## src/rtl/moving_average_filter_defines.svh

```systemverilog
// ----------------------------------------------------------------------------
// Moving average filter assertion macros
// Shorthand for the concurrent checks at the end of the top level.
// ----------------------------------------------------------------------------
`ifndef MOVING_AVERAGE_FILTER_DEFINES_SVH
`define MOVING_AVERAGE_FILTER_DEFINES_SVH

// Same-cycle implication, sampled on clk, off while arst_n is low.
`define MAF_ASSERT_SAME(lbl, ante, cons, msg) \
	lbl: assert property (@(posedge clk) disable iff (!arst_n) (ante) |-> (cons)) \
		else $error(msg);

// Next-cycle implication, sampled on clk, off while arst_n is low.
`define MAF_ASSERT_NEXT(lbl, ante, cons, msg) \
	lbl: assert property (@(posedge clk) disable iff (!arst_n) (ante) |=> (cons)) \
		else $error(msg);

`endif

```

## src/rtl/mavg_pkg.sv

```systemverilog
// ----------------------------------------------------------------------------
// Moving average filter package
// Shared widths, reset values and the divider state type.
// ----------------------------------------------------------------------------
`default_nettype none

package mavg_pkg;

	localparam int SAMPLE_W       = 16;
	localparam int CFG_W          = 6;
	localparam int MAX_WINDOW_DEF = 32;
	localparam int WIN_LEN_RESET  = 8;
	localparam int QUEUE_DEPTH    = 2;   // power of two

	typedef enum logic [1:0] {
		DIV_IDLE,
		DIV_RUN,
		DIV_DONE
	} div_state_t;

endpackage

`default_nettype wire

```

## src/rtl/mavg_front.sv

```systemverilog
// ----------------------------------------------------------------------------
// Moving average front end
// Takes a sample, swaps it into the circular window and updates the running sum.
// ----------------------------------------------------------------------------
`default_nettype none

module mavg_front #(
	parameter int MAX_WINDOW = mavg_pkg::MAX_WINDOW_DEF,
	localparam int PTR_W = $clog2(MAX_WINDOW),
	localparam int LEN_W = $clog2(MAX_WINDOW + 1),
	localparam int SUM_W = mavg_pkg::SAMPLE_W + PTR_W
) (
	input  wire logic                                 clk,
	input  wire logic                                 arst_n,
	input  wire logic                                 clear,
	input  wire logic [LEN_W-1:0]                     len,
	input  wire logic                                 in_valid,
	output logic                                      in_ready,
	input  wire logic signed [mavg_pkg::SAMPLE_W-1:0] sample,
	input  wire logic                                 q_full,
	output logic                                      push,
	output logic signed [SUM_W-1:0]                   push_sum
);

	logic signed [mavg_pkg::SAMPLE_W-1:0] win_mem [MAX_WINDOW];
	logic [MAX_WINDOW-1:0]                win_vld_q;
	logic [PTR_W-1:0]                     pos_q;
	logic signed [SUM_W-1:0]              sum_q;

	logic                                 busy_s1;
	logic signed [mavg_pkg::SAMPLE_W-1:0] sample_s1;
	logic signed [mavg_pkg::SAMPLE_W-1:0] old_s1;
	logic                                 old_vld_s1;

	logic                                 accept;
	logic signed [mavg_pkg::SAMPLE_W-1:0] old_val;
	logic signed [SUM_W-1:0]              sum_nxt;
	logic [LEN_W-1:0]                     pos_inc;
	logic [PTR_W-1:0]                     pos_nxt;

	// one sample in flight; the write lands before the next read
	assign in_ready = !busy_s1 && !q_full;
	assign accept   = in_valid && in_ready;

	assign old_val  = old_vld_s1 ? old_s1 : '0;
	assign sum_nxt  = sum_q + SUM_W'(sample_s1) - SUM_W'(old_val);
	assign pos_inc  = LEN_W'(pos_q) + LEN_W'(1);
	assign pos_nxt  = (pos_inc >= len) ? '0 : PTR_W'(pos_inc);

	assign push     = busy_s1;
	assign push_sum = sum_nxt;

	// window store, no reset
	always_ff @(posedge clk) begin
		if (busy_s1) begin
			win_mem[pos_q] <= sample_s1;
		end
		if (accept) begin
			old_s1 <= win_mem[pos_q];
		end
	end

	always_ff @(posedge clk) begin
		if (accept) begin
			sample_s1 <= sample;
		end
	end

	always_ff @(posedge clk or negedge arst_n) begin
		if (!arst_n) begin
			busy_s1    <= 1'b0;
			old_vld_s1 <= 1'b0;
			win_vld_q  <= '0;
			pos_q      <= '0;
			sum_q      <= '0;
		end else if (clear) begin
			busy_s1    <= 1'b0;
			old_vld_s1 <= 1'b0;
			win_vld_q  <= '0;
			pos_q      <= '0;
			sum_q      <= '0;
		end else begin
			busy_s1 <= accept;
			if (accept) begin
				old_vld_s1 <= win_vld_q[pos_q];
			end
			if (busy_s1) begin
				win_vld_q[pos_q] <= 1'b1;
				pos_q            <= pos_nxt;
				sum_q            <= sum_nxt;
			end
		end
	end

endmodule

`default_nettype wire

```

## src/rtl/mavg_queue.sv

```systemverilog
// ----------------------------------------------------------------------------
// Moving average sum queue
// Short FIFO of running sums between the front end and the divider.
// ----------------------------------------------------------------------------
`default_nettype none

module mavg_queue #(
	parameter int DATA_W = 21,
	localparam int DEPTH = mavg_pkg::QUEUE_DEPTH,
	localparam int PTR_W = (DEPTH > 1) ? $clog2(DEPTH) : 1,
	localparam int CNT_W = $clog2(DEPTH + 1)
) (
	input  wire logic              clk,
	input  wire logic              arst_n,
	input  wire logic              push,
	input  wire logic [DATA_W-1:0] push_data,
	input  wire logic              pop,
	output logic [DATA_W-1:0]      pop_data,
	output logic                   full,
	output logic                   empty
);

	logic [DATA_W-1:0] entry_q [DEPTH];
	logic [PTR_W-1:0]  wr_ptr_q;
	logic [PTR_W-1:0]  rd_ptr_q;
	logic [CNT_W-1:0]  count_q;

	assign full     = (count_q == CNT_W'(DEPTH));
	assign empty    = (count_q == '0);
	assign pop_data = entry_q[rd_ptr_q];

	always_ff @(posedge clk) begin
		if (push) begin
			entry_q[wr_ptr_q] <= push_data;
		end
	end

	always_ff @(posedge clk or negedge arst_n) begin
		if (!arst_n) begin
			wr_ptr_q <= '0;
			rd_ptr_q <= '0;
			count_q  <= '0;
		end else begin
			if (push) begin
				wr_ptr_q <= wr_ptr_q + PTR_W'(1);
			end
			if (pop) begin
				rd_ptr_q <= rd_ptr_q + PTR_W'(1);
			end
			if (push && !pop) begin
				count_q <= count_q + CNT_W'(1);
			end else if (pop && !push) begin
				count_q <= count_q - CNT_W'(1);
			end
		end
	end

endmodule

`default_nettype wire

```

## src/rtl/mavg_div.sv

```systemverilog
// ----------------------------------------------------------------------------
// Moving average divider
// Bit-serial signed division of the running sum by the window length.
// ----------------------------------------------------------------------------
`default_nettype none

module mavg_div #(
	parameter int MAX_WINDOW = mavg_pkg::MAX_WINDOW_DEF,
	localparam int PTR_W = $clog2(MAX_WINDOW),
	localparam int LEN_W = $clog2(MAX_WINDOW + 1),
	localparam int SUM_W = mavg_pkg::SAMPLE_W + PTR_W,
	localparam int CNT_W = $clog2(SUM_W)
) (
	input  wire logic                          clk,
	input  wire logic                          arst_n,
	input  wire logic [LEN_W-1:0]              len,
	input  wire logic                          q_empty,
	input  wire logic signed [SUM_W-1:0]       q_sum,
	output logic                               q_pop,
	output logic                               out_valid,
	input  wire logic                          out_ready,
	output logic signed [mavg_pkg::SAMPLE_W-1:0] average
);

	mavg_pkg::div_state_t state_q, state_nxt;

	logic [SUM_W-1:0] dvd_q;     // dividend bits out the top, quotient in the bottom
	logic [LEN_W-1:0] rem_q;
	logic [CNT_W-1:0] cnt_q;
	logic             neg_q;

	logic             load_div;
	logic             step;
	logic             load_out;
	logic [SUM_W-1:0] mag;
	logic [LEN_W:0]   trial;
	logic             ge;
	logic [LEN_W-1:0] diff;
	logic [SUM_W-1:0] quo_signed;

	assign mag        = q_sum[SUM_W-1] ? (~q_sum + SUM_W'(1)) : q_sum;
	assign trial      = {rem_q, dvd_q[SUM_W-1]};
	assign ge         = (trial >= {1'b0, len});
	// only used when trial >= len, so the difference is below len
	assign diff       = trial[LEN_W-1:0] - len;
	assign quo_signed = neg_q ? (~dvd_q + SUM_W'(1)) : dvd_q;

	always_comb begin
		state_nxt = state_q;
		unique case (state_q)
			mavg_pkg::DIV_IDLE: begin
				if (!q_empty) begin
					state_nxt = mavg_pkg::DIV_RUN;
				end
			end
			mavg_pkg::DIV_RUN: begin
				if (cnt_q == '0) begin
					state_nxt = mavg_pkg::DIV_DONE;
				end
			end
			mavg_pkg::DIV_DONE: begin
				if (!out_valid || out_ready) begin
					state_nxt = mavg_pkg::DIV_IDLE;
				end
			end
			default: state_nxt = mavg_pkg::DIV_IDLE;
		endcase
	end

	always_comb begin
		load_div = 1'b0;
		step     = 1'b0;
		load_out = 1'b0;
		unique case (state_q)
			mavg_pkg::DIV_IDLE: load_div = !q_empty;
			mavg_pkg::DIV_RUN:  step     = 1'b1;
			mavg_pkg::DIV_DONE: load_out = !out_valid || out_ready;
			default: ;
		endcase
	end

	assign q_pop = load_div;

	always_ff @(posedge clk) begin
		if (load_div) begin
			dvd_q <= mag;
			rem_q <= '0;
			neg_q <= q_sum[SUM_W-1];
		end else if (step) begin
			dvd_q <= {dvd_q[SUM_W-2:0], ge};
			rem_q <= ge ? diff : trial[LEN_W-1:0];
		end
		if (load_out) begin
			average <= quo_signed[mavg_pkg::SAMPLE_W-1:0];
		end
	end

	always_ff @(posedge clk or negedge arst_n) begin
		if (!arst_n) begin
			state_q   <= mavg_pkg::DIV_IDLE;
			cnt_q     <= '0;
			out_valid <= 1'b0;
		end else begin
			state_q <= state_nxt;
			if (load_div) begin
				cnt_q <= CNT_W'(SUM_W - 1);
			end else if (step) begin
				cnt_q <= cnt_q - CNT_W'(1);
			end
			if (load_out) begin
				out_valid <= 1'b1;
			end else if (out_ready) begin
				out_valid <= 1'b0;
			end
		end
	end

endmodule

`default_nettype wire

```

## src/rtl/moving_average_filter.sv

```systemverilog
// ----------------------------------------------------------------------------
// Moving average filter
// Boxcar mean of the last window_length signed 16-bit samples.
// ----------------------------------------------------------------------------
// Usage:
//  - Input channel (in_valid/in_ready/sample): one transaction per sample.
//  - Output channel (out_valid/out_ready/average): one transaction per
//    sample, in order; average is the window sum divided by the window
//    length, truncated toward zero. Slots not yet filled count as zero.
//  - cfg_we/cfg_wdata write window_length (0 acts as 1, above MAX_WINDOW
//    acts as MAX_WINDOW) and clear the window and the sum. Write only while
//    no transaction is in flight.
//  - Front end takes no new sample while one is in flight (memory read,
//    then sum update and write-back), pushing the sum into a 2-entry queue.
//  - The divider retires one bit per cycle and takes no new sum until its
//    result is in the output register, which sets the sustained rate.
//  - Reset: window length 8, window, sum and write pointer cleared.
//  - When out_ready stays low, the result waits in the output register, the
//    divider holds its next result, then the queue fills and in_ready drops.
// ----------------------------------------------------------------------------
`default_nettype none

`include "moving_average_filter_defines.svh"

module moving_average_filter #(
	parameter int MAX_WINDOW = mavg_pkg::MAX_WINDOW_DEF,
	localparam int PTR_W = $clog2(MAX_WINDOW),
	localparam int LEN_W = $clog2(MAX_WINDOW + 1),
	localparam int SUM_W = mavg_pkg::SAMPLE_W + PTR_W
) (
	input  wire logic                                 clk,
	input  wire logic                                 arst_n,
	input  wire logic                                 cfg_we,
	input  wire logic [mavg_pkg::CFG_W-1:0]           cfg_wdata,
	input  wire logic                                 in_valid,
	output logic                                      in_ready,
	input  wire logic signed [mavg_pkg::SAMPLE_W-1:0] sample,
	output logic                                      out_valid,
	input  wire logic                                 out_ready,
	output logic signed [mavg_pkg::SAMPLE_W-1:0]      average
);

	localparam int CMP_W = (mavg_pkg::CFG_W > LEN_W) ? mavg_pkg::CFG_W : LEN_W;

	logic [mavg_pkg::CFG_W-1:0] win_len_q;
	logic [CMP_W-1:0]           len_ext;
	logic [LEN_W-1:0]           eff_len;

	logic                       push;
	logic signed [SUM_W-1:0]    push_sum;
	logic                       q_full;
	logic                       q_empty;
	logic                       q_pop;
	logic [SUM_W-1:0]           q_data;

	// window length register
	always_ff @(posedge clk or negedge arst_n) begin
		if (!arst_n) begin
			win_len_q <= mavg_pkg::CFG_W'(mavg_pkg::WIN_LEN_RESET);
		end else if (cfg_we) begin
			win_len_q <= cfg_wdata;
		end
	end

	// effective length: zero means one, clamp to window depth
	assign len_ext = CMP_W'(win_len_q);
	always_comb begin
		priority if (len_ext == '0) begin
			eff_len = LEN_W'(1);
		end else if (len_ext > CMP_W'(MAX_WINDOW)) begin
			eff_len = LEN_W'(MAX_WINDOW);
		end else begin
			eff_len = LEN_W'(len_ext);
		end
	end

	mavg_front #(
		.MAX_WINDOW(MAX_WINDOW)
	) u_front (
		.clk      (clk),
		.arst_n   (arst_n),
		.clear    (cfg_we),
		.len      (eff_len),
		.in_valid (in_valid),
		.in_ready (in_ready),
		.sample   (sample),
		.q_full   (q_full),
		.push     (push),
		.push_sum (push_sum)
	);

	mavg_queue #(
		.DATA_W(SUM_W)
	) u_queue (
		.clk       (clk),
		.arst_n    (arst_n),
		.push      (push),
		.push_data (push_sum),
		.pop       (q_pop),
		.pop_data  (q_data),
		.full      (q_full),
		.empty     (q_empty)
	);

	mavg_div #(
		.MAX_WINDOW(MAX_WINDOW)
	) u_div (
		.clk       (clk),
		.arst_n    (arst_n),
		.len       (eff_len),
		.q_empty   (q_empty),
		.q_sum     (q_data),
		.q_pop     (q_pop),
		.out_valid (out_valid),
		.out_ready (out_ready),
		.average   (average)
	);

	// assertions
	`MAF_ASSERT_SAME(a_no_push_full, push, !q_full || q_pop, "sum pushed into full queue")
	`MAF_ASSERT_SAME(a_no_pop_empty, q_pop, !q_empty, "divider popped empty queue")
	`MAF_ASSERT_NEXT(a_front_gap, in_valid && in_ready, !in_ready && push, "front end overlap")

endmodule

`default_nettype wire
```

## config.mk

```make
export PLATFORM = sky130hd
export DESIGN_NAME = moving_average_filter
export DESIGN_NICKNAME = d
export VERILOG_FILES = /design/src/rtl/mavg_pkg.sv /design/src/rtl/mavg_front.sv /design/src/rtl/mavg_queue.sv /design/src/rtl/mavg_div.sv /design/src/rtl/moving_average_filter.sv
export VERILOG_INCLUDE_DIRS = /design/src /design/src/rtl
export SDC_FILE = /design/constraint.sdc
export NUM_CORES = 1
export LEC_CHECK = 0
export ABC_CLOCK_PERIOD_IN_PS = 3350
export BUFFER_PORTS_ARGS = -buffer_cell sky130_fd_sc_hd__buf_4
export CAP_MARGIN = 25
export CORE_ASPECT_RATIO = 1.75
export CORE_MARGIN = 2
export CORE_UTILIZATION = 55
export CTS_CLUSTER_DIAMETER = 80
export DETAILED_ROUTE_END_ITERATION = 8
export PLACE_DENSITY = 0.73
export REMOVE_ABC_BUFFERS = 1
export SYNTH_ARGS = -nofsm -noshare
export SYNTH_HDL_FRONTEND = slang
export SYNTH_SLANG_ARGS = --single-unit
```

## constraint.sdc

```tcl
create_clock -name clk -period 3.35 [get_ports clk]
set_clock_uncertainty 0.15 [all_clocks]
set_input_delay 0.335 -clock clk [delete_from_list [all_inputs] [get_ports clk]]
set_output_delay 0.335 -clock clk [all_outputs]
set_load 0.02 [all_outputs]
```

==> flow_summary.yaml, run 1 <==
outcome:
  status: "finished, final reports clean"
sta:
  tightest_slew_ns: 0.984
  hold_violations: 0
  slew_viol_final: 0
  finalCritPeriodShare: 0.995
  tns_ns: 0
  max_freq_mhz: 300
  holdWs_ns: 0.0742
  min_period_ns: 3.33
  finalSetupViolations: 0
  slew_headroom: 0.344
  rsz0062_at_grt: "yes"
power_and_ir_drop:
  total_power_mw: 25.1
  vdd_drop_max_uv: 453
  p_leak_nw: 11.8
  power.density_nw_per_um2: 733
detailed_routing:
  ant_nets: 0
  via_per_inst: 6.17
  dr.pass1.iters: 7
  wl_per_cell_um: 25.2
  routed_wl_mm: 67.6
  drtIter0Drc: 1354
  vias: 16600
  drc: 0
floorplan:
  std_cell_rows: 112
  core_sq_um: 53400
  die_width_um: 180
  die_y_um: 312
  die-area_sq_um: 56100
  start_util: 0.558
  io_pins: 45
synthesis:
  synth-main-ff-cell: "edfxtp_1"
  synthTopCellsByArea: "edfxtp_1, mux4_2, dfrtp_1, nor2_1, ha_1"
  netlist_area_sq_um: 29800
  synth_edf_count: 624
  syn_avg_cell_area_sq_um: 16.7
  yosys_warnings: 0
  syn_inst: 1781
  synth.distinct_cells: 70
  synth_top_area_frac: 0.629
  postSynth.asyncResetShare: 0.110
  ys_ff_latch: 708
  synth_largest_area_cell: "edfxtp_1"
  yosysSeqAreaShare: 0.699
global_route:
  grt_use_total: 0.242
  grt_overflow: 0
  grt_max_degree: 47
  grt_pass1_wl_mm: 102
  grt_pass1_vias: 17300
  grt_antenna_before_repair: 1
critical_path:
  critPathArrivalTime_ns: 3.56
  cp.required_ns: 3.58
  critPathMaxFanout: 10
  worst_path_largest_cell_delay_ns: 0.49
  crit_path_cell_trace: "buf_4 -> and2_1 -> fa_1 -> inv_1 -> ha_4 -> o21a_1 -> o31a_1 -> o31ai_2 -> buf_4 -> a21oi_2 -> or3_4 -> and2_4"
  endpoint_kind: "register"
  path_buf_inv: 3
  crit_path_frequent_cell: "buf_4"
  cp_top_family: "adder cells"
  critPathKind: "register to register"
  slowest_stage: "fa_1"
  start_kind: "register"
clock_tree:
  clockRootBuffer: "clkbuf_16"
  ctsHtreeMaxLevel: 2
  cts_buffers: 59
  clk_latency_ns: 0.64
  cts_buffer_depth: 3
  path_clk_slew_ns: 0.07
  cts_tree: "yes"
  cts_setup_buffers: 0
  cts_sinks: 708
placed_design:
  hpwl_mm: 45.8
  dpl-instance-area_sq_um: 31800
  place.gp.congestion: 0.865
  portBuffers: 44
finish:
  diodes: 0
  layout-drive-gt1-share: 0.244
  final_nets: 2042
  syn2layout_area_growth_pct: 15.1
  design_area_sq_um: 34300
job:
  maxCapViolations: 0
worst_hold_path:
  hold_path.class: "primary input to asynchronous set/reset pin"
[report_power, final]
group	switching (mW)	internal (mW)
clock	3.14	4.09
combinational	3.69	2.84
sequential	0.475	10.9
total	7.30	17.8
[final timing paths]
check	from	end	slack, ns	depth (start not counted)
max	u_front.old_vld_s1	u_queue.entry_q[0][14]	0.02	12
min	arst_n	u_div.cnt_q[4]	0.07	2
max reg2reg	u_front.old_vld_s1	u_queue.entry_q[0][14]	0.02	12
min reg2reg	u_div.rem_q[5]	u_div.rem_q[5]	0.31	2
max in group asynchronous	arst_n	len_ext[3]	2.31	3
min in group clk	in_valid	u_front.sample_s1[1]	0.20	2
[layout make-up]
cell class,count,area (sq um)
inverters,98,368
repair buffers,185,1630
well taps,684,856
multi-input cells,899,8560
flip-flops and latches,708,20800
clock buffers,74,1590
fillers,3604,19100
clock inverters,36,443
[Yosys cell counts (6+ instances only)]
| cell type | n |
|---|---|
| a21o_1 | 10 |
| a21oi_1 | 30 |
| a22oi_1 | 68 |
| and2_1 | 25 |
| buf_1 | 6 |
| buf_2 | 20 |
| clkbuf_1 | 48 |
| dfrtp_1 | 77 |
| dfxtp_1 | 6 |
| edfxtp_1 | 624 |
| fa_1 | 21 |
| ha_1 | 43 |
| inv_1 | 98 |
| mux2_2 | 8 |
| mux2i_1 | 29 |
| mux4_2 | 136 |
| nand2_1 | 85 |
| nand2b_1 | 8 |
| nand3_1 | 14 |
| nand4_1 | 20 |
| nor2_1 | 152 |
| nor2b_1 | 8 |
| nor3_1 | 15 |
| nor3b_1 | 6 |
| o21ai_0 | 44 |
| o21ai_1 | 12 |
| o31ai_1 | 7 |
| or3_1 | 6 |
| xnor2_1 | 44 |
| xor2_1 | 18 |
[registers in the layout (all words and copies together), names as in the netlist, 2 cells and up]
register and flops:
u_div.rem_q 6, u_div.dvd_q 21, u_queue.count_q 2, u_queue.entry_q 42
u_front.sum_q 21, len_ext 6, u_div.cnt_q 5, u_front.sample_s1 16
u_front.pos_q 5, u_div.state_q 2, u_div.average 16, u_front.win_vld_q 32
u_front.old_s1 16, u_front.win_mem 512
[stage by stage]
step	worst slack, ns	std cells	utilization
6_report	0.0160	2684	0.642
5_1_grt	-0.0686	2684	0.642
4_1_cts	0.00282	2684	0.638
3_5_place_dp	-0.0541	2549	0.595
3_3_place_gp	-0.00839	2548	0.595
2_1_floorplan	-4.16	1705	-
[logic make-up (layout without fill, tap and decap cells)]
| family | after synthesis | after routing | share of synthesized area |
|---|---|---|---|
| flip-flops | 708 | 708 | 0.699 |
| XOR/XNOR | 62 | 62 | 0.0182 |
| buffers and inverters | 174 | 393 | 0.0233 |
| AO/OA/AOI/OAI | 230 | 230 | 0.0527 |
| adder cells (fa/ha/maj) | 64 | 64 | 0.0322 |
| multiplexers | 176 | 176 | 0.117 |
| AND/OR/NAND/NOR | 367 | 367 | 0.0575 |
[worst reg2reg max path: cells and delay by family (launching register included)]
kind	cells	cell delay [ns]
AOI/OAI and AO/OA	4	0.59
buffers and inverters	3	0.48
adders and majority gates	2	0.75
and+or+nand+nor	3	0.68
DFF	1	0.44
[what timing repair did]
action | CTS | global route
resized for setup | 2 | 37
setup endpoints to repair | 3 | 25
pin swaps | 0 | 13
endpoints found under the hold margin | 110 | 0
hold buffers | 25 | 0
[routing by layer]
metal / part of all wire / vias to the layer above / wire length, um / track usage
met5: 0.00016 / - / 11 / 0
met1: 0.34 / 8527 / 22900 / 0.269
li1: - / 7209 / - / -
met2: 0.56 / 638 / 38000 / 0.460
met3: 0.053 / 176 / 3610 / 0.0314
met4: 0.045 / 2 / 3020 / 0.106
[placed cells by master (no fill, tap or decap), types with 7 or more instances in the layout]
master	netlist	layout
buf_4	0	146
clkinv_2	0	12
nor2_2	0	32
buf_12	0	12
nor2_1	152	120
dfrtp_1	77	75
clkinv_1	0	8
nor3_1	15	14
nand3_1	14	13
mux2i_1	29	29
xnor2_1	44	44
inv_1	98	97
mux2_2	8	8
bufinv_16	0	9
mux4_2	136	136
fa_1	21	19
a22oi_1	68	68
xor2_1	18	18
o21ai_0	44	43
a21o_1	10	10
clkbuf_1	48	9
edfxtp_1	624	624
dlygate4sd3_1	0	25
clkbuf_16	0	59
o31ai_1	7	7
nand2_1	85	85
nand2b_1	8	8
o21ai_1	12	11
nand4_1	20	20
a21oi_1	30	26
and2_1	25	18
ha_1	43	36
Power figures use the tool's default switching activity.
==> run 2, diff against run 1 <==
--- a/config.mk
+++ b/config.mk
@@ -17,2 +17,3 @@
 export PLACE_DENSITY = 0.73
+export RECOVER_POWER = 100
 export REMOVE_ABC_BUFFERS = 1
==> constraint.sdc (replaced) <==
create_clock -name clk -period 3.35 [get_ports clk]
set_clock_uncertainty 0.15 [all_clocks]
set_input_delay 0 -clock clk [delete_from_list [all_inputs] [get_ports clk]]
set_output_delay 0 -clock clk [all_outputs]
set_load 0.02 [all_outputs]
==> flow_summary.yaml, run 2 (same netlist as run 1, synthesis figures left out) <==
job:
  maxCapViolations: 3
power_and_ir_drop:
  pwr-share-seq: 0.453
  combPwrFrac: 0.255
  sw_frac_of_total: 0.287
  p_clk_frac: 0.292
  power.internal_mw: 17.9
  p_switching_mw: 7.22
  p_leak_nw: 11.7
  power.density_nw_per_um2: 735
  vdd_drop_max_uv: 468
floorplan:
  io_pins: 45
  core_sq_um: 53400
  start_util: 0.558
  die_width_um: 180
  die-area_sq_um: 56100
  std_cell_rows: 112
  die_y_um: 312
clock_tree:
  clockRootBuffer: "clkbuf_16"
  cts_buffer_depth: 3
  path_clk_slew_ns: 0.06
  cts_tree: "yes"
  cts_sinks: 708
  ctsHtreeMaxLevel: 2
  cts_buffers: 59
  clk_latency_ns: 0.62
placed_design:
  place.gp.congestion: 0.871
  hpwl_mm: 46.1
  portBuffers: 44
finish:
  largest_reg_flops: 512
  diodes: 0
  seq_area_sq_um: 20800
  syn2layout_area_growth_pct: 14.8
  layout_common_cells: "edfxtp_1, mux4_2, nor2_1"
  largest-register: "u_front.win_mem"
  layout-drive-gt1-share: 0.207
  fin_util: 0.640
  fill_cells: 3638
  largestRegisters: "u_front.win_mem x512, u_queue.entry_q x42, u_front.win_vld_q x32"
  multi_input_area_sq_um: 8460
  final_common_cell: "edfxtp_1"
  final_nets: 2066
detailed_routing:
  drc: 0
  routed_wl_mm: 67.9
  dr.pass1.iters: 7
  ant_nets: 0
  vias: 16600
  wl_per_cell_um: 25.1
  via_per_inst: 6.13
  drtIter0Drc: 1348
outcome:
  violations: "max-capacitance violations, max-slew violations"
  status: "complete, but fails checks"
critical_path:
  cp.required_ns: 3.57
  critPathMaxFanout: 5
  critPathArrivalTime_ns: 3.50
  endpoint_kind: "register"
  start_kind: "register"
  reg2reg_setup_slack_ns: 0.07
  critPathKind: "register to register"
global_route:
  grt_antenna_before_repair: 2
  grt_use_total: 0.245
  grt_max_degree: 47
  grt_pass1_vias: 17500
  grt_overflow: 0
  grt_pass1_wl_mm: 103
sta:
  slew_viol_final: 99
  tightest_slew_ns: 2.14
  slew_headroom: -0.429
  rsz0062_at_grt: "yes"
  finalCritPeriodShare: 0.980
  max_freq_mhz: 305
  finalSetupViolations: 0
  min_period_ns: 3.28
  hold_violations: 0
  holdWs_ns: 0.0817
  tns_ns: 0
worst_hold_path:
  hold_path.class: "primary input to register"
-- run 2: cell types whose count changed in the layout (fill, tap and decap cells not counted), sizes merged --
cell,previous run,this run
buf,160,84
bufinv,9,11
clkbuf,74,150
clkinv,21,19
clkinvlp,1,7
dlygate4sd3,25,47
inv,103,100
-- run 2: layer usage --
| metal | track usage | routed length, um | up-vias |
|---|---|---|---|
| li1 | - | - | 7251 |
| met1 | 0.273 | 23200 | 8540 |
| met2 | 0.464 | 38100 | 646 |
| met3 | 0.0297 | 3690 | 163 |
| met4 | 0.108 | 2920 | 2 |
| met5 | 0 | 11 | - |
-- run 2: layout make-up --
type,count,area share
Sequential cell,708,0.609
Tap cell,684,0.0250
Inverter,98,0.0108
Clock buffer,72,0.0465
Clock inverter,39,0.0144
Multi-Input combinational cell,899,0.248
Timing Repair Buffer,209,0.0467
-- run 2: per-stage QoR --
step	power [mW]	worst slack (ns)	cells	area (sq um)
2_1_floorplan	15.7	-4.16	1705	29400
3_3_place_gp	17.4	-0.0124	2548	31800
3_5_place_dp	17.7	-0.0449	2549	31800
4_1_cts	25.1	0.00828	2708	34400
5_1_grt	26.2	-0.00259	2709	34200
6_report	25.1	0.0684	2709	34200
-- run 2: path summary, 6_finish.rpt --
check | depth (start not counted) | end | from
setup reg to reg | 11 | u_queue.entry_q[0][14] | u_front.old_vld_s1
max in group asynchronous | 4 | u_front.old_vld_s1 | arst_n
setup / recovery | 11 | u_queue.entry_q[0][14] | u_front.old_vld_s1
hold reg to reg | 2 | u_div.rem_q[5] | u_div.rem_q[5]
hold / removal | 4 | u_div.out_valid | out_ready
min in group asynchronous | 4 | u_front.pos_q[0] | arst_n
-- run 2: power groups by stage --
stage               logic, mW  clock network, mW  registers (mW)
finish                   6.40               7.34            11.4
detailed placement       6.16                  0            11.5
global route             7.06               7.74            11.4
floorplan                4.00                  0            11.7
CTS                      6.29               7.43            11.4
global placement         5.94                  0            11.5
-- run 2: critical path: stages, from the launching register on --
cell and delay (ns):
dfrtp_2 0.44, buf_6 0.13, and2_4 0.13, fa_2 0.56, fa_2 0.21, nor2b_2 0.05
o31a_1 0.34, o31ai_2 0.23, buf_4 0.20, a21oi_2 0.06, or3_4 0.36, and2_4 0.16
-- run 2: what timing repair did --
item,4_1_cts,5_1_grt
setup endpoints to repair,7,27
hold endpoints to repair,180,0
resized for setup,5,28
pin swaps,2,9
hold buffers,48,0
setup buffers,0,1
